File: src/rtl/core/aadq_pkg.sv
// Shared types and constants of the analog alarm delay qualifier.
`default_nettype none

package aadq_pkg;

  // Default width of the time base and of the start stamps.
  localparam int DEFAULT_TIME_WIDTH = 32;

  // Event codes carried by each result.
  typedef enum logic [1:0] {
    EV_NONE          = 2'd0,
    EV_HIGH_RAISED   = 2'd1,
    EV_LOW_RAISED    = 2'd2,
    EV_BACK_IN_RANGE = 2'd3
  } event_t;

  // Configuration register indexes.
  typedef enum logic [2:0] {
    CFG_HIGH_LIMIT     = 3'd0,
    CFG_LOW_LIMIT      = 3'd1,
    CFG_HIGH_ON_DELAY  = 3'd2,
    CFG_HIGH_OFF_DELAY = 3'd3,
    CFG_LOW_ON_DELAY   = 3'd4,
    CFG_LOW_OFF_DELAY  = 3'd5,
    CFG_LIMIT_ENABLES  = 3'd6
  } cfg_index_t;

  // Per-limit settings handed to one qualifier.
  typedef struct packed {
    logic        enable;
    logic [15:0] on_delay;
    logic [15:0] off_delay;
  } limit_cfg_t;

endpackage

`default_nettype wire

File: src/rtl/core/aadq_judge.sv
// Alarm condition for one limit: on-delay qualification and off-delay hold.
`default_nettype none

module aadq_judge #(
  parameter int TIME_WIDTH = aadq_pkg::DEFAULT_TIME_WIDTH
) (
  input  aadq_pkg::limit_cfg_t  cfg,
  input  logic                  beyond,
  input  logic                  flag,
  input  logic [TIME_WIDTH-1:0] now,
  input  logic [TIME_WIDTH-1:0] on_start,
  input  logic [TIME_WIDTH-1:0] off_start,
  output logic                  alarm
);
  import aadq_pkg::*;

  logic [TIME_WIDTH-1:0] on_elapsed;
  logic [TIME_WIDTH-1:0] off_elapsed;
  logic                  on_ok;
  logic                  hold;

  // Elapsed times wrap with the time base.
  assign on_elapsed  = now - on_start;
  assign off_elapsed = now - off_start;

  // The value has been beyond the limit long enough, or no delay is set.
  assign on_ok = beyond &&
                 ((cfg.on_delay == 16'd0) ||
                  ((on_start != '0) && (on_elapsed >= TIME_WIDTH'(cfg.on_delay))));

  // An active alarm is held while its off-delay has not run out.
  assign hold = !beyond && flag && (cfg.off_delay != 16'd0) &&
                ((off_start == '0) || (off_elapsed < TIME_WIDTH'(cfg.off_delay)));

  assign alarm = cfg.enable && (on_ok || hold);

endmodule

`default_nettype wire

File: src/rtl/core/analog_alarm_delay_qualifier_top.sv
// Top level of the analog high/low limit alarm with on-delay and off-delay.
//
//   channel | direction | handshake            | payload
//   --------+-----------+----------------------+------------------------------------
//   in_     | input     | in_valid / in_ready  | eng_value, sample_ok, now_seconds
//   out_    | output    | out_valid / out_ready| event_code, high/low_active, sample_valid
//   cfg_    | input     | cfg_valid / cfg_ready| cfg_index, cfg_data
//
// Each request passes an input register and a result register. One request is
// taken every cycle unless a stalled result keeps the input register full.
// The alarm state is updated as a request moves from the input register into
// the result register. A stalled result holds both stages; the input side
// keeps accepting while the input register is free. cfg_ready is always high.
// Reset clears the configuration, the alarm flags, the stamps and both stages.
`default_nettype none

module analog_alarm_delay_qualifier_top #(
  parameter int TIME_WIDTH = aadq_pkg::DEFAULT_TIME_WIDTH
) (
  input  logic               clk,
  input  logic               rst_n,
  input  logic               in_valid,
  output logic               in_ready,
  input  logic signed [31:0] in_eng_value,
  input  logic               in_sample_ok,
  input  logic        [31:0] in_now_seconds,
  output logic               out_valid,
  input  logic               out_ready,
  output logic        [1:0]  out_event_code,
  output logic               out_high_active,
  output logic               out_low_active,
  output logic               out_sample_valid,
  input  logic               cfg_valid,
  output logic               cfg_ready,
  input  logic        [2:0]  cfg_index,
  input  logic        [31:0] cfg_data
);
  import aadq_pkg::*;

  // Configuration registers.
  logic signed [31:0] high_limit_r;
  logic signed [31:0] low_limit_r;
  logic        [15:0] high_on_delay_r;
  logic        [15:0] high_off_delay_r;
  logic        [15:0] low_on_delay_r;
  logic        [15:0] low_off_delay_r;
  logic        [1:0]  limit_enables_r;

  // Input register.
  logic               s1_valid_r;
  logic signed [31:0] s1_value_r;
  logic               s1_ok_r;
  logic        [31:0] s1_now_r;

  // Alarm state.
  logic                  high_flag_r, high_flag_nxt;
  logic                  low_flag_r, low_flag_nxt;
  logic [TIME_WIDTH-1:0] high_on_start_r, high_on_start_nxt;
  logic [TIME_WIDTH-1:0] high_off_start_r, high_off_start_nxt;
  logic [TIME_WIDTH-1:0] low_on_start_r, low_on_start_nxt;
  logic [TIME_WIDTH-1:0] low_off_start_r, low_off_start_nxt;

  // Result register.
  logic   out_valid_r;
  event_t event_r, event_nxt;
  logic   out_high_r;
  logic   out_low_r;
  logic   out_ok_r;

  logic                  advance;
  logic [63:0]           now_wide;
  logic [TIME_WIDTH-1:0] now;
  logic                  value_high;
  logic                  value_low;
  logic                  alarm_high;
  logic                  alarm_low;
  limit_cfg_t            high_cfg;
  limit_cfg_t            low_cfg;

  // The pipeline moves whenever the result register is free or being taken.
  assign advance  = !out_valid_r || out_ready;
  assign in_ready = !s1_valid_r || advance;
  assign cfg_ready = 1'b1;

  // Configuration writes; an unknown index is ignored.
  always_ff @(posedge clk) begin
    if (!rst_n) begin
      high_limit_r     <= '0;
      low_limit_r      <= '0;
      high_on_delay_r  <= '0;
      high_off_delay_r <= '0;
      low_on_delay_r   <= '0;
      low_off_delay_r  <= '0;
      limit_enables_r  <= '0;
    end else if (cfg_valid) begin
      unique case (cfg_index)
        CFG_HIGH_LIMIT:     high_limit_r     <= cfg_data;
        CFG_LOW_LIMIT:      low_limit_r      <= cfg_data;
        CFG_HIGH_ON_DELAY:  high_on_delay_r  <= cfg_data[15:0];
        CFG_HIGH_OFF_DELAY: high_off_delay_r <= cfg_data[15:0];
        CFG_LOW_ON_DELAY:   low_on_delay_r   <= cfg_data[15:0];
        CFG_LOW_OFF_DELAY:  low_off_delay_r  <= cfg_data[15:0];
        CFG_LIMIT_ENABLES:  limit_enables_r  <= cfg_data[1:0];
        default: ;
      endcase
    end
  end

  // Input register.
  always_ff @(posedge clk) begin
    if (!rst_n) begin
      s1_valid_r <= 1'b0;
    end else if (in_ready) begin
      s1_valid_r <= in_valid;
    end
  end

  always_ff @(posedge clk) begin
    if (in_valid && in_ready) begin
      s1_value_r <= in_eng_value;
      s1_ok_r    <= in_sample_ok;
      s1_now_r   <= in_now_seconds;
    end
  end

  // Time base, zero-extended or truncated to the stamp width.
  assign now_wide = {32'd0, s1_now_r};
  assign now      = now_wide[TIME_WIDTH-1:0];

  // Limit compares.
  assign value_high = s1_value_r > high_limit_r;
  assign value_low  = s1_value_r < low_limit_r;

  assign high_cfg = '{enable: limit_enables_r[0], on_delay: high_on_delay_r,
                      off_delay: high_off_delay_r};
  assign low_cfg  = '{enable: limit_enables_r[1], on_delay: low_on_delay_r,
                      off_delay: low_off_delay_r};

  aadq_judge #(.TIME_WIDTH(TIME_WIDTH)) u_judge_high (
    .cfg       (high_cfg),
    .beyond    (value_high),
    .flag      (high_flag_r),
    .now       (now),
    .on_start  (high_on_start_r),
    .off_start (high_off_start_r),
    .alarm     (alarm_high)
  );

  aadq_judge #(.TIME_WIDTH(TIME_WIDTH)) u_judge_low (
    .cfg       (low_cfg),
    .beyond    (value_low),
    .flag      (low_flag_r),
    .now       (now),
    .on_start  (low_on_start_r),
    .off_start (low_off_start_r),
    .alarm     (alarm_low)
  );

  // Alarm state update; the high alarm wins over the low alarm.
  always_comb begin
    high_flag_nxt      = high_flag_r;
    low_flag_nxt       = low_flag_r;
    high_on_start_nxt  = high_on_start_r;
    high_off_start_nxt = high_off_start_r;
    low_on_start_nxt   = low_on_start_r;
    low_off_start_nxt  = low_off_start_r;
    event_nxt          = EV_NONE;
    if (s1_ok_r) begin
      priority if (alarm_high) begin
        if (!high_flag_r) begin
          high_flag_nxt = 1'b1;
          low_flag_nxt  = 1'b0;
          event_nxt     = EV_HIGH_RAISED;
        end
        if (value_high) begin
          high_off_start_nxt = '0;
          low_off_start_nxt  = '0;
          low_on_start_nxt   = '0;
        end else begin
          if (high_off_start_r == '0) begin
            high_off_start_nxt = now;
          end
          low_off_start_nxt = '0;
          low_on_start_nxt  = value_low ? now : '0;
        end
      end else if (alarm_low) begin
        if (!low_flag_r) begin
          low_flag_nxt  = 1'b1;
          high_flag_nxt = 1'b0;
          event_nxt     = EV_LOW_RAISED;
        end
        if (value_low) begin
          high_off_start_nxt = '0;
          low_off_start_nxt  = '0;
          high_on_start_nxt  = '0;
        end else begin
          if (low_off_start_r == '0) begin
            low_off_start_nxt = now;
          end
          high_off_start_nxt = '0;
          high_on_start_nxt  = value_high ? now : '0;
        end
      end else begin
        // Alarms drop; the event is reported only once the value is in range.
        if (high_flag_r || low_flag_r) begin
          high_flag_nxt = 1'b0;
          low_flag_nxt  = 1'b0;
          if (!value_high && !value_low) begin
            event_nxt = EV_BACK_IN_RANGE;
          end
        end
        priority if (value_high) begin
          low_on_start_nxt = '0;
          if (high_on_start_r == '0) begin
            high_on_start_nxt = now;
          end
        end else if (value_low) begin
          high_on_start_nxt = '0;
          if (low_on_start_r == '0) begin
            low_on_start_nxt = now;
          end
        end else begin
          high_on_start_nxt = '0;
          low_on_start_nxt  = '0;
        end
      end
    end
  end

  // State registers advance with each request leaving the input register.
  always_ff @(posedge clk) begin
    if (!rst_n) begin
      high_flag_r      <= 1'b0;
      low_flag_r       <= 1'b0;
      high_on_start_r  <= '0;
      high_off_start_r <= '0;
      low_on_start_r   <= '0;
      low_off_start_r  <= '0;
    end else if (advance && s1_valid_r) begin
      high_flag_r      <= high_flag_nxt;
      low_flag_r       <= low_flag_nxt;
      high_on_start_r  <= high_on_start_nxt;
      high_off_start_r <= high_off_start_nxt;
      low_on_start_r   <= low_on_start_nxt;
      low_off_start_r  <= low_off_start_nxt;
    end
  end

  // Result register.
  always_ff @(posedge clk) begin
    if (!rst_n) begin
      out_valid_r <= 1'b0;
    end else if (advance) begin
      out_valid_r <= s1_valid_r;
    end
  end

  always_ff @(posedge clk) begin
    if (advance && s1_valid_r) begin
      event_r    <= event_nxt;
      out_high_r <= high_flag_nxt;
      out_low_r  <= low_flag_nxt;
      out_ok_r   <= s1_ok_r;
    end
  end

  assign out_valid        = out_valid_r;
  assign out_event_code   = event_r;
  assign out_high_active  = out_high_r;
  assign out_low_active   = out_low_r;
  assign out_sample_valid = out_ok_r;

endmodule

`default_nettype wire

File: config.mk
export PLATFORM = sky130hd
export DESIGN_NAME = analog_alarm_delay_qualifier_top
export DESIGN_NICKNAME = d
export VERILOG_FILES = /design/src/rtl/core/aadq_pkg.sv /design/src/rtl/core/aadq_judge.sv /design/src/rtl/core/analog_alarm_delay_qualifier_top.sv
export SDC_FILE = /design/constraint.sdc
export NUM_CORES = 1
export LEC_CHECK = 0
export ABC_AREA = 0
export BUFFER_PORTS_ARGS = -buffer_cell sky130_fd_sc_hd__buf_2
export CORE_MARGIN = 8
export CORE_UTILIZATION = 57
export CTS_CLUSTER_DIAMETER = 100
export DETAILED_ROUTE_END_ITERATION = 12
export PLACE_DENSITY = 0.78
export SYNTH_ARGS = -nofsm -noshare
export SYNTH_HDL_FRONTEND = slang
export SYNTH_SLANG_ARGS = --single-unit
File: constraint.sdc
create_clock -name clk -period 5 [get_ports clk]
set_input_delay 0.25 -clock clk [delete_from_list [all_inputs] [get_ports clk]]
set_output_delay 0.25 -clock clk [all_outputs]
set_load 0.02 [all_outputs]
==> summary.md <==
| Metric | Value |
|---|---|
| Worst Reg-to-Reg Cells | `25` |
| Port Buffers | `111` |
| Measured slew at the worst slew-check pin | `1.09 ns` |
| CP max stage delay | `0.50 ns` |
| DRT iter0 DRCs | `2261` |
| Vias in the first global route | `23284` |
| Die Y | `217 um` |
| Detailed-route DRC error count | `0` |
| Main synth FF type | `dfxtp_1` |
| RSZ-0062 raised after global routing | `yes` |
| Overall power | `7400 uW` |
| Area growth, synth to finish | `22.8%` |
| Die width | `217 um` |
| Register bit total from synthesis | `332` |
| Post-synth EDFFs | `70` |
| Mapped Cells | `2871` |
| Pleak | `0.0111 uW` |
| Row count | `73` |
| Die area | `47200 um^2` |
| Fin nets | `3598` |
| Fin area | `28300 um^2` |
| Antenna Cells | `0` |
| Relative slew slack | `27.1%` |
| Fillers | `3049` |
| Worst Skew | `0.0261 ns` |
| Gr usage total | `33.5%` |
| Max_cap viols | `0` |
| Period utilization | `106%` |
| CTS max path bufs | `3` |
| Area post-placement | `25400 um^2` |
| GP Congestion | `0.954` |
| Crit path capture type | `register` |
| Via count | `23510` |
| TritonCTS clock tree | `done` |
| Top-Level Pins | `113` |
| Critical path's top delay family | `simple AND/OR/NAND/NOR gates` |
| TritonCTS Buffers | `38` |
| Synth Cell Area | `23100 um^2` |
| Final Max Tran Viols | `0` |
| Cell mode on critical path | `buf_6` |
| Status | `complete, but fails checks` |
| Largest net degree at the start of global routing | `91` |
| Async S/R FF share, synth | `0%` |
| Cell count along the critical path | `25` |
| Post-Place Cells | `3591` |
| Critical path fanouts, max | `8` |
| WL final | `81900 um` |
| Clock slew at reported path FFs | `0.07 ns` |
| Critical path's slowest cell | `or4_1` |
| Clock sink count | `332` |
| Overflow after GRT | `0` |
| Area contributors post-synth | `dfxtp_1 23%, ha_1 14%, edfxtp_1 9.1%` |
| WHS Path Cells | `3` |
| Post-DR vias/cell | `6.20` |
| Wire per inst | `21.6 um` |
| Setup TNS | `-25.94 ns` |
| CP Launch Type | `register` |
| First-pass GRT wire length | `127000 um` |
| Hold Crit Class | `input pin to register` |
| Yosys cell types | `88` |
| Syn nets | `3229` |
| Final Setup Violations | `132` |
| Pwr/cell area | `261 nW/um^2` |
| Critical Path RT | `5.48 ns` |
| Layout cell share with drive strength beyond 1 | `16.4%` |
| Minimum clock period | `5.31 ns` |
| IR drop worst, VDD | `0.295 mV` |
| Critical path class | `register to register` |
| CP bufs+invs | `7` |
| Post-Syn Area per Cell | `8.04 um^2` |
| Top cell type by total area after synthesis | `dfxtp_1` |
| Count of final hold-check violations | `0` |
| First-pass DRT Iterations | `6` |
| PnR worst setup slack | `-0.314 ns` |
| Max frequency | `188 MHz` |
| Initial Util | `57.9%` |
| WP data arrival | `5.79 ns` |
| Final HPWL DP | `58800 um` |
| Initial antenna violation count | `1` |
| Register area share after synthesis | `31.8%` |
| Clock latency on the worst-skew pair | `0.58 ns` |
| Final non-filler cell total | `3794` |
| Failing checks | `setup timing` |
| Yosys warns | `0` |
| Remaining antenna violation count after routing | `0` |
| Yosys top cell area share | `22.7%` |
| Number of H-tree levels | `2` |
| Total core area | `39800 um^2` |
| CTS root buf | `clkbuf_16` |
logic make-up after synthesis:
group / Yosys count / synth area share, %
simple gates: 974 / 19.4
compound gates: 752 / 21.5
buf+inv: 402 / 6.96
flops: 332 / 31.8
fa+ha+maj: 253 / 13.9
mux: 79 / 3.47
xor+xnor: 78 / 2.96
other cells: 1 / 0.0163
Yosys cell counts, types with 45 or more instances:
library cell / instances
edfxtp_1: 70
clkbuf_1: 100
inv_1: 276
dfxtp_1: 262
a22o_1: 64
nor3_1: 45
mux2i_1: 72
nor2_1: 112
a21oi_1: 296
nand3_1: 118
nor4_1: 65
nand2_1: 475
a21o_1: 57
nand4_1: 54
o21ai_0: 98
ha_1: 249
worst min-delay path: stages:
cell	delay, ns
buf_2	0.18
nand2_1	0.08
a21oi_1	0.05
per-stage QoR:
stage	worst slack (ns)	hold slack (ns)	utilization [%]
global route	-0.570	0.0331	71.2
detailed placement	-0.531	0.428	63.7
floorplan	0.0805	0.349	-
global placement	-0.332	0.426	63.7
CTS	-0.285	0.00978	70.6
finish	-0.314	0.0291	71.2
path summary, 6_finish.rpt:
check / slack [ns] / start / endpoint
max: -0.31 / now[0] / high_on_start_r[25]
min: 0.03 / cfg_data[2] / high_on_delay_r[2]
max reg2reg: -0.31 / now[0] / high_on_start_r[25]
min reg2reg: 0.46 / low_limit_r[30] / low_limit_r[30]
report_power, final:
group / switching (uW) / internal [uW] / leakage [uW]
clock: 1210 / 1600 / 0.000593
sequential: 71.8 / 2810 / 0.00280
combinational: 992 / 720 / 0.00770
routing by layer:
layer  GRT usage (%)  wire length, um  up-vias  part of all wire, %
met3            6.10             6800      281                  8.3
met2            53.5            36700     1126                   45
met1            42.3            33500    11082                   41
met5               0               10        -                0.012
met4            19.2             4900        2                  6.0
li1                -                -    11019                    -
registers in the layout, summed over array words and instances (netlist names), 2 cells and up:
| signal | count |
|---|---|
| low_on_delay_r | 16 |
| out_event_code | 2 |
| high_off_start_r | 32 |
| limit_enables_r | 2 |
| low_on_start_r | 32 |
| now | 32 |
| s1_value_r | 32 |
| high_off_delay_r | 16 |
| high_on_start_r | 32 |
| low_limit_r | 32 |
| high_on_delay_r | 16 |
| high_limit_r | 32 |
| low_off_start_r | 32 |
| low_off_delay_r | 16 |
placed cells by master, fill, tap and decap left out, types with 27 or more instances in the layout:
cell / count
dlygate4sd3_1: 83
inv_1: 274
o21a_1: 27
buf_2: 110
ha_1: 243
xor2_1: 38
xnor2_1: 37
buf_4: 232
a21o_1: 56
o21ai_0: 90
nand4_1: 54
mux2i_1: 70
nor2_1: 109
clkbuf_16: 38
a21oi_1: 287
nor3_1: 40
nand3_1: 114
dfxtp_1: 262
a22o_1: 64
nand2_1: 475
edfxtp_1: 70
nor4_1: 62
layout make-up:
cell class	instances	area, um^2	share of cell area, %
clock buffers	50	1010	3.55
clock inverters	19	219	0.773
inverters	277	1040	3.68
multi-input cells	2137	14500	51.2
flip-flops and latches	332	7350	25.9
well taps	525	657	2.32
repair buffers	454	3550	12.5
what timing repair did:
item,4_1_cts,5_1_grt
hold buffers,83,0
gates cloned,8,1
hold endpoints to repair,99,0
pin swaps,38,28
setup buffers,33,15
endpoints found under the setup margin,134,134
resized for setup,71,52
Power figures use the tool's default switching activity.
